**config.mk**
```make
export PLATFORM = sky130hd
export DESIGN_NAME = periodic_task_dispatcher_top_flat
export DESIGN_NICKNAME = d
export VERILOG_FILES = /design/src/ptd_pkg.sv /design/src/ptd_in_if.sv /design/src/ptd_out_if.sv /design/src/ptd_ram.sv /design/src/ptd_ctrl.sv /design/src/ptd_dp.sv /design/src/periodic_task_dispatcher_top.sv /design/src/flat_wrapper.sv
export SDC_FILE = /design/constraint.sdc
export NUM_CORES = 1
export LEC_CHECK = 0
export ABC_CLOCK_PERIOD_IN_PS = 6000
export BUFFER_PORTS_ARGS = -buffer_cell sky130_fd_sc_hd__buf_2
export CORE_UTILIZATION = 56
export CTS_CLUSTER_DIAMETER = 200
export CTS_CLUSTER_SIZE = 12
export DETAILED_ROUTE_END_ITERATION = 8
export PLACE_DENSITY = 0.76
export SLEW_MARGIN = 25
export SYNTH_ARGS = -nofsm -noshare
export SYNTH_HDL_FRONTEND = slang
export SYNTH_SLANG_ARGS = --single-unit
```
**constraint.sdc**
```tcl
create_clock -name clk -period 6 [get_ports clk]
set_clock_uncertainty 0.2 [all_clocks]
set_input_delay 0.9 -clock clk [delete_from_list [all_inputs] [get_ports clk]]
set_output_delay 0.9 -clock clk [all_outputs]
set_load 0.02 [all_outputs]
```
**src/ptd_pkg.sv**
```systemverilog
// Shared types, codes and constants for the periodic task dispatcher.
package ptd_pkg;

  localparam int CMD_W      = 2;
  localparam int PERIOD_W   = 16;
  localparam int TIME_W     = 32;
  localparam int KIND_W     = 2;
  localparam int IDX_W      = 3;

  localparam int TASK_SLOTS_DEF = 8;
  localparam int MAX_RESULTS    = 8;
  localparam int CNT_W          = $clog2(MAX_RESULTS + 1);

  localparam logic [CMD_W-1:0] CMD_TICK     = 2'd0;
  localparam logic [CMD_W-1:0] CMD_REGISTER = 2'd1;
  localparam logic [CMD_W-1:0] CMD_DONE     = 2'd2;

  localparam logic [KIND_W-1:0] KIND_DISPATCH   = 2'd0;
  localparam logic [KIND_W-1:0] KIND_REGISTERED = 2'd1;
  localparam logic [KIND_W-1:0] KIND_FULL       = 2'd2;

  typedef enum logic [1:0] {
    ST_IDLE,
    ST_SCAN,
    ST_FINISH
  } state_t;

  // controller -> datapath strobes
  typedef struct packed {
    logic tick;
    logic reg_task;
    logic done;
    logic scan_start;
    logic scan_step;
    logic finish;
  } ctrl_cmd_t;

  // datapath -> controller status
  typedef struct packed {
    logic busy;
    logic total_nz;
    logic out_free;
    logic due;
    logic pend_v;
    logic scan_end;
  } dp_status_t;

endpackage

```
**src/ptd_in_if.sv**
```systemverilog
// Input channel: command and period with valid/ready.
interface ptd_in_if import ptd_pkg::*; ();
  logic                valid;
  logic                ready;
  logic [CMD_W-1:0]    command;
  logic [PERIOD_W-1:0] period;

  modport source (output valid, command, period, input ready);
  modport sink   (input valid, command, period, output ready);
endinterface

```
**src/ptd_out_if.sv**
```systemverilog
// Result channel: dispatch and registration results with valid/ready.
interface ptd_out_if import ptd_pkg::*; ();
  logic              valid;
  logic              ready;
  logic [KIND_W-1:0] kind;
  logic [IDX_W-1:0]  task_index;
  logic [TIME_W-1:0] time_now;
  logic              last;

  modport source (output valid, kind, task_index, time_now, last, input ready);
  modport sink   (input valid, kind, task_index, time_now, last, output ready);
endinterface

```
**src/ptd_ram.sv**
```systemverilog
// Generic single-write, single-read RAM with registered read data.
module ptd_ram #(
  parameter int WIDTH = 8,
  parameter int DEPTH = 8
) (
  input  logic                                    clk,
  input  logic                                    we,
  input  logic [(DEPTH > 1 ? $clog2(DEPTH) : 1)-1:0] waddr,
  input  logic [WIDTH-1:0]                        wdata,
  input  logic [(DEPTH > 1 ? $clog2(DEPTH) : 1)-1:0] raddr,
  output logic [WIDTH-1:0]                        rdata
);

  logic [WIDTH-1:0] mem [DEPTH];

  always_ff @(posedge clk) begin
    if (we) begin
      mem[waddr] <= wdata;
    end
    rdata <= mem[raddr];
  end

endmodule

```
**src/ptd_ctrl.sv**
```systemverilog
// Sequencer: input acceptance, table scan stepping and round finish.
module ptd_ctrl import ptd_pkg::*; (
  input  logic             clk,
  input  logic             rst_n,
  input  logic             in_valid,
  input  logic [CMD_W-1:0] in_command,
  output logic             in_ready,
  input  dp_status_t       status,
  output ctrl_cmd_t        cmd
);

  state_t state_r, state_nxt;

  always_ff @(posedge clk) begin
    if (!rst_n) begin
      state_r <= ST_IDLE;
    end else begin
      state_r <= state_nxt;
    end
  end

  always_comb begin
    cmd       = '0;
    in_ready  = 1'b0;
    state_nxt = state_r;
    unique case (state_r)
      ST_IDLE: begin
        in_ready = status.out_free;
        if (in_valid && status.out_free) begin
          unique case (in_command)
            CMD_TICK: begin
              cmd.tick = 1'b1;
              if (!status.busy && status.total_nz) begin
                cmd.scan_start = 1'b1;
                state_nxt      = ST_SCAN;
              end
            end
            CMD_REGISTER: cmd.reg_task = 1'b1;
            CMD_DONE:     cmd.done = 1'b1;
            default:      ;
          endcase
        end
      end
      ST_SCAN: begin
        // a second due task needs the held one pushed out first
        if (!(status.due && status.pend_v && !status.out_free)) begin
          cmd.scan_step = 1'b1;
          if (status.scan_end) begin
            state_nxt = ST_FINISH;
          end
        end
      end
      ST_FINISH: begin
        if (!status.pend_v) begin
          state_nxt = ST_IDLE;
        end else if (status.out_free) begin
          cmd.finish = 1'b1;
          state_nxt  = ST_IDLE;
        end
      end
      default: state_nxt = ST_IDLE;
    endcase
  end

endmodule

```
**src/ptd_dp.sv**
```systemverilog
// Datapath: clock, task table, due check, held dispatch and result register.
module ptd_dp import ptd_pkg::*; #(
  parameter int TASK_SLOTS = TASK_SLOTS_DEF
) (
  input  logic                clk,
  input  logic                rst_n,
  input  ctrl_cmd_t           cmd,
  input  logic [PERIOD_W-1:0] in_period,
  output dp_status_t          status,
  input  logic                out_ready,
  output logic                out_valid,
  output logic [KIND_W-1:0]   out_kind,
  output logic [IDX_W-1:0]    out_task_index,
  output logic [TIME_W-1:0]   out_time_now,
  output logic                out_last
);

  localparam int IW      = TASK_SLOTS > 1 ? $clog2(TASK_SLOTS) : 1;
  localparam int TW      = $clog2(TASK_SLOTS + 1);
  localparam int ENTRY_W = PERIOD_W + TIME_W;

  function automatic logic [IDX_W-1:0] idx_out(input logic [IW-1:0] i);
    logic [IW+IDX_W-1:0] e;
    e = (IW + IDX_W)'(i);
    return e[IDX_W-1:0];
  endfunction

  logic [TIME_W-1:0] millis_r, millis_nxt;
  logic [TW-1:0]     total_r, total_nxt;
  logic              busy_r, busy_nxt;
  logic [IW-1:0]     scan_idx_r, scan_idx_nxt;
  logic [CNT_W-1:0]  cnt_r, cnt_nxt;
  logic              pend_v_r, pend_v_nxt;
  logic [IW-1:0]     pend_idx_r, pend_idx_nxt;
  logic              out_v_r, out_v_nxt;
  logic [KIND_W-1:0] out_kind_r, out_kind_nxt;
  logic [IDX_W-1:0]  out_idx_r, out_idx_nxt;
  logic [TIME_W-1:0] out_time_r, out_time_nxt;
  logic              out_last_r, out_last_nxt;

  logic               ram_we;
  logic [IW-1:0]      ram_waddr, ram_raddr;
  logic [ENTRY_W-1:0] ram_wdata, ram_rdata;
  logic [PERIOD_W-1:0] rd_period;
  logic [TIME_W-1:0]   rd_last;
  logic [TIME_W-1:0]   elapsed;
  logic [CNT_W-1:0]    cnt_inc;
  logic                due, full, scan_last, scan_end, out_free;

  ptd_ram #(.WIDTH(ENTRY_W), .DEPTH(TASK_SLOTS)) u_table (
    .clk   (clk),
    .we    (ram_we),
    .waddr (ram_waddr),
    .wdata (ram_wdata),
    .raddr (ram_raddr),
    .rdata (ram_rdata)
  );

  assign rd_period = ram_rdata[ENTRY_W-1:TIME_W];
  assign rd_last   = ram_rdata[TIME_W-1:0];
  assign elapsed   = millis_r - rd_last;   // wraps
  assign due       = elapsed >= TIME_W'(rd_period);
  assign full      = total_r == TW'(TASK_SLOTS);
  assign scan_last = (TW'(scan_idx_r) + TW'(1)) == total_r;
  assign cnt_inc   = cnt_r + CNT_W'(1);
  assign scan_end  = scan_last || (due && cnt_inc == CNT_W'(MAX_RESULTS));
  assign out_free  = !out_v_r || out_ready;

  assign status.busy     = busy_r;
  assign status.total_nz = total_r != '0;
  assign status.out_free = out_free;
  assign status.due      = due;
  assign status.pend_v   = pend_v_r;
  assign status.scan_end = scan_end;

  // table write: new entry on register, last-run update on dispatch
  always_comb begin
    ram_we    = (cmd.reg_task && !full) || (cmd.scan_step && due);
    ram_waddr = cmd.reg_task ? total_r[IW-1:0] : scan_idx_r;
    ram_wdata = cmd.reg_task ? {in_period, {TIME_W{1'b0}}} : {rd_period, millis_r};
    if (cmd.scan_start) begin
      ram_raddr = '0;
    end else if (cmd.scan_step && !scan_end) begin
      ram_raddr = scan_idx_r + IW'(1);
    end else begin
      ram_raddr = scan_idx_r;
    end
  end

  always_comb begin
    millis_nxt   = millis_r;
    total_nxt    = total_r;
    busy_nxt     = busy_r;
    scan_idx_nxt = scan_idx_r;
    cnt_nxt      = cnt_r;
    pend_v_nxt   = pend_v_r;
    pend_idx_nxt = pend_idx_r;
    out_v_nxt    = out_ready ? 1'b0 : out_v_r;
    out_kind_nxt = out_kind_r;
    out_idx_nxt  = out_idx_r;
    out_time_nxt = out_time_r;
    out_last_nxt = out_last_r;

    if (cmd.tick) begin
      millis_nxt = millis_r + TIME_W'(1);
    end
    if (cmd.done) begin
      busy_nxt = 1'b0;
    end
    if (cmd.reg_task) begin
      out_v_nxt    = 1'b1;
      out_time_nxt = millis_r;
      out_last_nxt = 1'b1;
      if (full) begin
        out_kind_nxt = KIND_FULL;
        out_idx_nxt  = '0;
      end else begin
        out_kind_nxt = KIND_REGISTERED;
        out_idx_nxt  = idx_out(total_r[IW-1:0]);
        total_nxt    = total_r + TW'(1);
      end
    end
    if (cmd.scan_start) begin
      scan_idx_nxt = '0;
      cnt_nxt      = '0;
      pend_v_nxt   = 1'b0;
    end
    if (cmd.scan_step) begin
      if (!scan_end) begin
        scan_idx_nxt = scan_idx_r + IW'(1);
      end
      if (due) begin
        // one dispatch is held back until we know whether it is the last
        if (pend_v_r) begin
          out_v_nxt    = 1'b1;
          out_kind_nxt = KIND_DISPATCH;
          out_idx_nxt  = idx_out(pend_idx_r);
          out_time_nxt = millis_r;
          out_last_nxt = 1'b0;
        end
        pend_v_nxt   = 1'b1;
        pend_idx_nxt = scan_idx_r;
        cnt_nxt      = cnt_inc;
      end
    end
    if (cmd.finish) begin
      out_v_nxt    = 1'b1;
      out_kind_nxt = KIND_DISPATCH;
      out_idx_nxt  = idx_out(pend_idx_r);
      out_time_nxt = millis_r;
      out_last_nxt = 1'b1;
      busy_nxt     = 1'b1;
    end
  end

  always_ff @(posedge clk) begin
    if (!rst_n) begin
      millis_r <= '0;
      total_r  <= '0;
      busy_r   <= 1'b0;
      pend_v_r <= 1'b0;
      out_v_r  <= 1'b0;
    end else begin
      millis_r <= millis_nxt;
      total_r  <= total_nxt;
      busy_r   <= busy_nxt;
      pend_v_r <= pend_v_nxt;
      out_v_r  <= out_v_nxt;
    end
  end

  always_ff @(posedge clk) begin
    scan_idx_r <= scan_idx_nxt;
    cnt_r      <= cnt_nxt;
    pend_idx_r <= pend_idx_nxt;
    out_kind_r <= out_kind_nxt;
    out_idx_r  <= out_idx_nxt;
    out_time_r <= out_time_nxt;
    out_last_r <= out_last_nxt;
  end

  assign out_valid      = out_v_r;
  assign out_kind       = out_kind_r;
  assign out_task_index = out_idx_r;
  assign out_time_now   = out_time_r;
  assign out_last       = out_last_r;

endmodule

```
**src/periodic_task_dispatcher_top.sv**
```systemverilog
// Top level of the periodic task dispatcher: controller, datapath and channels.
//
// in_ch carries one command per transaction: tick (one millisecond), register
// a task with a period, or dispatch round done. out_ch carries the results:
// registration index or table full, and one dispatch per due task, the final
// result of each command flagged with last.
// A command is taken only while the block is idle and its result register is
// free or being emptied in the same cycle; one command is in work at a time.
// Register: one result, in the cycle after the transaction.
// Tick with a scan: the task table is a RAM read once per cycle unless a
// receiver stall halts the scan, which ends at the last registered task or
// at MAX_RESULTS due tasks; the next command can follow the final dispatch.
// Ticks while a round is outstanding, done and unused codes yield no result.
// A receiver stall holds the result register and halts the scan on the next
// due task until the register drains; nothing is dropped.
// Reset (synchronous, rst_n low) clears the clock, the task count and the
// busy flag; the table RAM needs no clearing since only registered entries
// are ever read.
module periodic_task_dispatcher_top import ptd_pkg::*; #(
  parameter int TASK_SLOTS = TASK_SLOTS_DEF
) (
  input  logic        clk,
  input  logic        rst_n,
  ptd_in_if.sink      in_ch,
  ptd_out_if.source   out_ch
);

  ctrl_cmd_t  cmd;
  dp_status_t status;

  ptd_ctrl u_ctrl (
    .clk        (clk),
    .rst_n      (rst_n),
    .in_valid   (in_ch.valid),
    .in_command (in_ch.command),
    .in_ready   (in_ch.ready),
    .status     (status),
    .cmd        (cmd)
  );

  ptd_dp #(.TASK_SLOTS(TASK_SLOTS)) u_dp (
    .clk            (clk),
    .rst_n          (rst_n),
    .cmd            (cmd),
    .in_period      (in_ch.period),
    .status         (status),
    .out_ready      (out_ch.ready),
    .out_valid      (out_ch.valid),
    .out_kind       (out_ch.kind),
    .out_task_index (out_ch.task_index),
    .out_time_now   (out_ch.time_now),
    .out_last       (out_ch.last)
  );

  // the closing dispatch of a round always comes with the round marked busy
  a_last_dispatch_busy: assert property (@(posedge clk) disable iff (!rst_n)
    (out_ch.valid && out_ch.kind == KIND_DISPATCH && out_ch.last) |-> status.busy)
    else $error("final dispatch shown without round busy");

  // a tick during an outstanding round yields no result
  a_busy_tick_silent: assert property (@(posedge clk) disable iff (!rst_n)
    (in_ch.valid && in_ch.ready && in_ch.command == CMD_TICK && status.busy)
      |=> !out_ch.valid)
    else $error("result produced by tick while busy");

  // round done always releases the busy flag
  a_done_clears: assert property (@(posedge clk) disable iff (!rst_n)
    (in_ch.valid && in_ch.ready && in_ch.command == CMD_DONE) |=> !status.busy)
    else $error("busy still set after round done");

endmodule

```
**src/flat_wrapper.sv**
```systemverilog
// flat-port wrapper written by rule: the top's interface ports become plain ports
module periodic_task_dispatcher_top_flat import ptd_pkg::*;
#(
  parameter int TASK_SLOTS = TASK_SLOTS_DEF
)
  (clk, rst_n, in_ch_valid, in_ch_command, in_ch_period, in_ch_ready, out_ch_valid, out_ch_kind, out_ch_task_index, out_ch_time_now, out_ch_last, out_ch_ready);
  ptd_in_if in_ch_i ();
  ptd_out_if out_ch_i ();
  input  logic clk;
  input  logic rst_n;
  input wire logic [$bits(in_ch_i.valid)-1:0] in_ch_valid;
  input wire logic [$bits(in_ch_i.command)-1:0] in_ch_command;
  input wire logic [$bits(in_ch_i.period)-1:0] in_ch_period;
  output wire logic [$bits(in_ch_i.ready)-1:0] in_ch_ready;
  output wire logic [$bits(out_ch_i.valid)-1:0] out_ch_valid;
  output wire logic [$bits(out_ch_i.kind)-1:0] out_ch_kind;
  output wire logic [$bits(out_ch_i.task_index)-1:0] out_ch_task_index;
  output wire logic [$bits(out_ch_i.time_now)-1:0] out_ch_time_now;
  output wire logic [$bits(out_ch_i.last)-1:0] out_ch_last;
  input wire logic [$bits(out_ch_i.ready)-1:0] out_ch_ready;
  assign in_ch_i.valid = in_ch_valid;
  assign in_ch_i.command = in_ch_command;
  assign in_ch_i.period = in_ch_period;
  assign in_ch_ready = in_ch_i.ready;
  assign out_ch_valid = out_ch_i.valid;
  assign out_ch_kind = out_ch_i.kind;
  assign out_ch_task_index = out_ch_i.task_index;
  assign out_ch_time_now = out_ch_i.time_now;
  assign out_ch_last = out_ch_i.last;
  assign out_ch_i.ready = out_ch_ready;
  periodic_task_dispatcher_top #(.TASK_SLOTS(TASK_SLOTS)) u_core (.clk(clk), .rst_n(rst_n), .in_ch(in_ch_i), .out_ch(out_ch_i));
endmodule
```
Word-level counts from Yosys, hierarchy flattened

Memories as Yosys holds them, arrays and structs flattened. A register that Yosys moved wholly into a read port is not among the register bits.
Index checks and enable logic that the tools add are counted.

Input bits: 22
Output and inout bits: 40
Memory bits (writable): 384
Register bits: 89
Memories: 1

Memory list:

| name                    | words | bits a word | rd ports | clocked after Yosys merged registers in | wr ports | RTL line      | source |
|---|---|---|---|---|---|---|---|
| u_core.u_dp.u_table.mem | 8     | 48          | 1        | 1                                       | 1        | ptd_ram.sv:14 | `logic [WIDTH-1:0] mem [DEPTH];` |

Add/sub/neg operators: 6
Multiplexer cells: 64
Bitwise gates (word level): 1
Reductions and logical operators: 23
Eq/ne operators: 13
$lt $le $gt $ge: 1

Operators with widths:

| operator              | number |
|---|---|
| $mux 32               | 5 |
| $mux 48               | 1 |
| $mux 3                | 12 |
| $add 32x1->32 const B | 1 |
| $ge 32x16->1          | 1 |
| $sub 32x32->32        | 1 |
| $mux 1                | 28 |
| $mux 2                | 12 |
| $mux 4                | 5 |
| $add 4x1->4 const B   | 2 |
| $eq 4x4->1 const B    | 2 |
| $logic_and 1x1->1     | 8 |
| $ne 2x2->1 const B    | 4 |
| $pmux 2 s3            | 1 |
| $reduce_and 6->1      | 1 |
| $logic_not 1->1       | 5 |
| $add 3x1->4 const B   | 1 |
| $eq 2x1->1 const B    | 2 |
| $eq 2x2->1 const B    | 2 |
| $eq 4x4->1            | 1 |
| $logic_not 2->1       | 2 |
| $reduce_and 2->1      | 2 |
| $reduce_bool 4->1     | 1 |
| $add 3x1->3 const B   | 1 |
| other kinds (5)       | 7 |

Logic depth before layout (Yosys ltp)

Depth after elaboration: 11
Depth in mapped cells: 27
Depth with buffers taken out: 24

By module

From an unflattened synthesis, not the netlist that was laid out.

Cells, all modules: 1,440
Area total of the unflattened synthesis: 22,322.7 um^2

Modules (own cells, without submodules):

| module   | area each (um^2) | cells an instance | instances |
|---|---|---|---|
| ptd_ram  | 15,620.0         | 616               | 1 |
| ptd_dp   | 6,518.8          | 803               | 1 |
| ptd_ctrl | 183.9            | 21                | 1 |

Worst setup path before layout

No wires, ideal clock.

Path type: register to register
From: register u_core.u_dp.millis_r[0]
To: memory u_core.u_dp.u_table.mem[7][0] (netlist name) (enable)
Stages on the path, launching flop included: 23
Buffers on the path: 0
Library setup time: 0.454 ns
Arrival: 5.473 ns
Setup slack: -0.127 ns
Data required time: 5.346 ns
Path through: dfxtp_1 inv_1 ha_1 fa_1 nor2b_1 o2111ai_1 nand2_1 nand2_1 nand2_1 a21o_1 a21oi_1 xnor2_1 ha_1 nand4_1 nor3_1 a32oi_1 nand4_1 a2111oi_2 nand4_1 nor2_1 nor2_2 a21oi_1 nor2_1

Longest elaborated chain between the ends: 10

RTL lines:

| what                           | RTL line       | source |
|---|---|---|
| from (decl)                    | ptd_dp.sv:28   | `logic [TIME_W-1:0] millis_r, millis_nxt;` |
| from (signal assigned)         | ptd_dp.sv:164  | `millis_r <= millis_nxt;` |
| $sub 32x32->32 *               | ptd_dp.sv:61   | `assign elapsed = millis_r - rd_last;` |
| $ge 32x16->1 *                 | ptd_dp.sv:62   | `assign due = elapsed >= TIME_W'(rd_period);` |
| $logic_and 1x1->1 (2 in a row) | ptd_ctrl.sv:46 | `if (!(status.due && status.pend_v && !status.out_free)) begin` |
| $mux 1                         | ptd_ctrl.sv:46 |  |
| $mux 1                         | ptd_ctrl.sv:26 | `unique case (state_r)` |
| $logic_and 1x1->1 *            | ptd_dp.sv:78   | `ram_we = (cmd.reg_task && !full) \|\| (cmd.scan_step && due);` |
| $logic_or 1x1->1 *             | ptd_dp.sv:78   |  |
| $mux 1 *                       | ptd_ram.sv:17  | `if (we) begin` |
| $mux 1 (implied by the code) * | ptd_ram.sv:18  | `mem[waddr] <= wdata;` |
| to (decl)                      | ptd_ram.sv:14  |  |

Mark *: on every way between the ends. The rest lies on a longest branch, timed or not.

Worst setup path after layout

From: register u_core.u_dp.millis_r[0]
To: register u_core.u_dp.u_table.rdata[47], read port of u_core.u_dp.u_table.mem

Longest elaborated chain between the ends: 9
Elaborated cells on any way between the ends: 12
Those cells by class: add/sub: 1; order compare: 1; mux: 4; reduce/logical: 6

RTL lines:

| what                           | RTL line       | source |
|---|---|---|
| $sub 32x32->32 *               | ptd_dp.sv:61   |  |
| $ge 32x16->1 *                 | ptd_dp.sv:62   |  |
| $logic_and 1x1->1 (2 in a row) | ptd_ctrl.sv:46 |  |
| $mux 1                         | ptd_ctrl.sv:46 |  |
| $mux 1                         | ptd_ctrl.sv:26 |  |
| $logic_and 1x1->1 *            | ptd_dp.sv:83   | `end else if (cmd.scan_step && !scan_end) begin` |
| $mux 3 *                       | ptd_dp.sv:83   |  |
| $mux 3 *                       | ptd_dp.sv:81   | `if (cmd.scan_start) begin` |
| to (decl)                      | ptd_ram.sv:11  | `output logic [WIDTH-1:0] rdata` |

Marked as above.
A chain may end at the register's enable or synchronous reset.

==> metrics.md <==
| Metric | Value |
|---|---|
| Outcome | `complete, no violations` |
| Ys flop type | `edfxtp_1` |
| Overflow left after global routing | `0` |
| Routed Antenna Nets | `0` |
| Worst VDD drop | `0.225 mV` |
| Tot Pwr | `8360 µW` |
| Lkg Pwr | `0.00894 µW` |
| Max-Slew Margin vs Limit | `35.4%` |
| Req. time, crit path | `6.26 ns` |
| CP Capture Type | `register` |
| Yosys cell types | `68` |
| Die X | `203 µm` |
| Detailed router's first-iteration violation count | `878` |
| Worst path arrival time | `6.04 ns` |
| Setup violators final | `0` |
| TritonCTS Buffers | `49` |
| Slew Viols, Final | `0` |
| Pre-CTS WS | `0.0789 ns` |
| Via count of the first global-routing pass | `13500` |
| Vias | `13500` |
| CTS max path bufs | `3` |
| Fin Hold WS | `0.262 ns` |
| Port Buffers | `61` |
| Total wire length | `49000 µm` |
| Initial antenna violation count | `0` |
| Reg clk slew, reported paths | `0.07 ns` |
| WS Path Type | `register to register` |
| Placed insts | `2210` |
| Clk_lat worst skew | `0.59 ns` |
| Number of enable-type register cells in the synthesized netlist | `387` |
| H-tree depth | `2` |
| Site row count | `73` |
| CTS Root Cell | `clkbuf_16` |
| Post-route DRC | `0` |
| Via/cell ratio | `5.86` |
| Initial Util | `56.9%` |
| Non-Filler Instances | `2312` |
| Tcrit/Tclk final | `96.3%` |
| Worst-Margin Slew | `0.967 ns` |
| Post-Synthesis Cells | `1652` |
| Global-route wire length before repair | `76000 µm` |
| Seq cells post-synth | `521` |
| Fin. Hold Viols | `0` |
| Sequential cell area fraction in the yosys report | `62.9%` |
| CP max FO | `14` |
| Share of cells above drive strength 1 | `15.0%` |
| Max-Cap Viols | `0` |
| Type of origin of the critical path | `register` |
| CORE AREA | `0.0399 mm²` |
| Initial DRT Pass Iterations | `5` |
| Post-CTS Hold Buffers | `0` |
| Post-Syn Area | `0.0227 mm²` |
| Syn Nets | `1728` |
| Min-delay worst type | `register to register` |
| Synthesized area per cell | `13.8 µm²` |
| Max Clock Freq | `173 MHz` |
| Pwr dens | `328 mW/mm²` |
| Routed wire per std cell | `21.2 µm` |
| Setup Total Neg Slack | `0 ns` |
| HPWL after DPL | `30700 µm` |
| Diodes inserted | `0` |
| Worst setup margin | `0.223 ns` |
| Die footprint | `0.0414 mm²` |
| Die Y | `203 µm` |
| Area grow syn2layout | `12.0%` |
| Fraction of registers with async set/reset | `0%` |
| GP Congestion | `0.941` |
| Crit path time final | `5.78 ns` |
| Synthesis warning total | `0` |
| Largest net degree at the start of global routing | `58` |
| Total GRT Usage | `24.0%` |
| # clock sinks | `521` |
| CTS tree | `built` |
| Layout net count | `1823` |
| Total I/O pin count | `62` |
## cell usage after synthesis, types with 12 or more instances
cell type	count	share of area, %
nand2_1	104	1.7
inv_1	64	1.1
mux2i_1	292	13
buf_2	16	0.35
ha_1	53	2.9
a21oi_1	56	1.2
dfxtp_1	134	12
buf_4	12	0.40
nand3_1	17	0.37
a21o_1	12	0.40
xor2_1	26	1.0
edfxtp_1	387	51
clkbuf_1	25	0.41
xnor2_1	18	0.69
and2_1	34	0.94
nor2b_1	12	0.33
nand4_1	18	0.50
mux2_2	84	4.2
and3_1	12	0.33
buf_6	13	0.64
nor2_1	82	1.4
nor3_1	20	0.44
o21ai_0	49	1.1
## metal layers
metal,global-route usage (%),part of all wire (%),vias up
met2,40.7,49,379
li1,-,-,6344
met4,6.31,1.8,0
met3,3.90,5.0,68
met5,0,0,-
met1,32.2,44,6750
## registers in the layout, summed over array words and instances, names as in the netlist
name / flops
u_core.u_dp.pend_idx_r: 3
u_core.u_ctrl.state_r: 2
u_core.u_dp.pend_v_r: 1
u_core.u_dp.u_table.mem: 384
u_core.u_dp.millis_r: 32
u_core.u_dp.out_valid: 1
u_core.u_dp.out_time_now: 32
u_core.u_dp.u_table.rdata: 48
u_core.u_dp.total_r: 4
u_core.u_dp.out_last: 1
u_core.u_dp.scan_idx_r: 3
u_core.u_dp.busy_r: 1
u_core.u_dp.out_task_index: 3
u_core.u_dp.cnt_r: 4
u_core.u_dp.out_kind: 2
## worst paths after layout
| check | startpoint | endpoint | slack, ns | depth (start not counted) |
|---|---|---|---|---|
| max | u_core.u_dp.millis_r[0] | u_core.u_dp.u_table.rdata[47] | 0.22 | 27 |
| max reg2reg | u_core.u_dp.millis_r[0] | u_core.u_dp.u_table.rdata[47] | 0.22 | 27 |
| min reg2reg | u_core.u_dp.out_task_index[2] | u_core.u_dp.out_task_index[2] | 0.26 | 2 |
| min | u_core.u_dp.out_task_index[2] | u_core.u_dp.out_task_index[2] | 0.26 | 2 |
## layout by cell type (no fill, tap or decap), types with 20 or more instances in the layout
cell type	netlist	routed
mux2_2	84	84
xor2_1	26	26
nor3_1	20	20
o21ai_0	49	49
a21oi_1	56	54
ha_1	53	53
buf_2	16	61
buf_4	12	25
and2_1	34	34
nand2_1	104	104
inv_1	64	63
buf_12	0	22
dfxtp_1	134	133
clkbuf_16	0	50
edfxtp_1	387	387
nor2_1	82	74
mux2i_1	292	290
clkbuf_1	25	39
## repair_timing
item,4_1_cts,5_1_grt
endpoints found under the setup margin,0,231
setup buffers,0,10
endpoints found under the hold margin,0,0
resized for setup,0,5
## cells by family (layout without fill, tap and decap cells)
logic type / after synthesis / count (layout) / share of synthesized area [%]
and+or+nand+nor: 331 / 331 / 6.98
muxes: 376 / 376 / 17.0
DFF: 521 / 521 / 62.9
AOI/OAI and AO/OA: 196 / 196 / 5.49
xor gates and xnor gates: 44 / 44 / 1.70
adders and majority gates: 54 / 54 / 3.01
buffers and inverters: 130 / 265 / 2.86
## worst max-delay path, stage by stage (launching register included)
cell	delay, ns
dfxtp_2	0.39
inv_1	0.07
ha_1	0.24
fa_2	0.43
nor2b_2	0.15
o2111ai_1	0.16
nand2_1	0.14
nand2_1	0.07
nand2_1	0.10
a21o_1	0.13
a21oi_1	0.08
xnor2_1	0.28
ha_1	0.30
nand4_1	0.08
nor3_1	0.06
a32oi_1	0.21
nand4_1	0.16
a2111oi_2	0.36
nand4_1	0.20
and4bb_1	0.33
o21ai_1	0.12
mux2i_4	0.22
buf_12	0.15
buf_12	0.16
buf_4	0.22
mux2i_1	0.23
mux2i_1	0.10
mux2_2	0.29
## per-stage QoR
step,area (µm²),utilization [%]
floorplan,22700,-
global placement,23900,59.9
detailed placement,23900,60.0
CTS,25300,63.5
global route,25500,63.8
finish,25500,63.8
## report_power, final
| part | internal, µW | switching, µW | total, µW |
|---|---|---|---|
| clock network | 1540 | 1270 | 2810 |
| registers | 4070 | 61.4 | 4130 |
| logic | 573 | 848 | 1420 |
| total | 6180 | 2180 | 8360 |
## layout make-up
cell class / count / area [µm²]
Sequential cell: 521 / 14300
Multi-Input combinational cell: 1001 / 7880
Inverter: 64 / 240
Fill cell: 2916 / 14500
Clock inverter: 3 / 26.3
Timing Repair Buffer: 110 / 986
Clock buffer: 88 / 1370
Tap cell: 525 / 657
No activity file was read; power rests on OpenSTA's default activity.
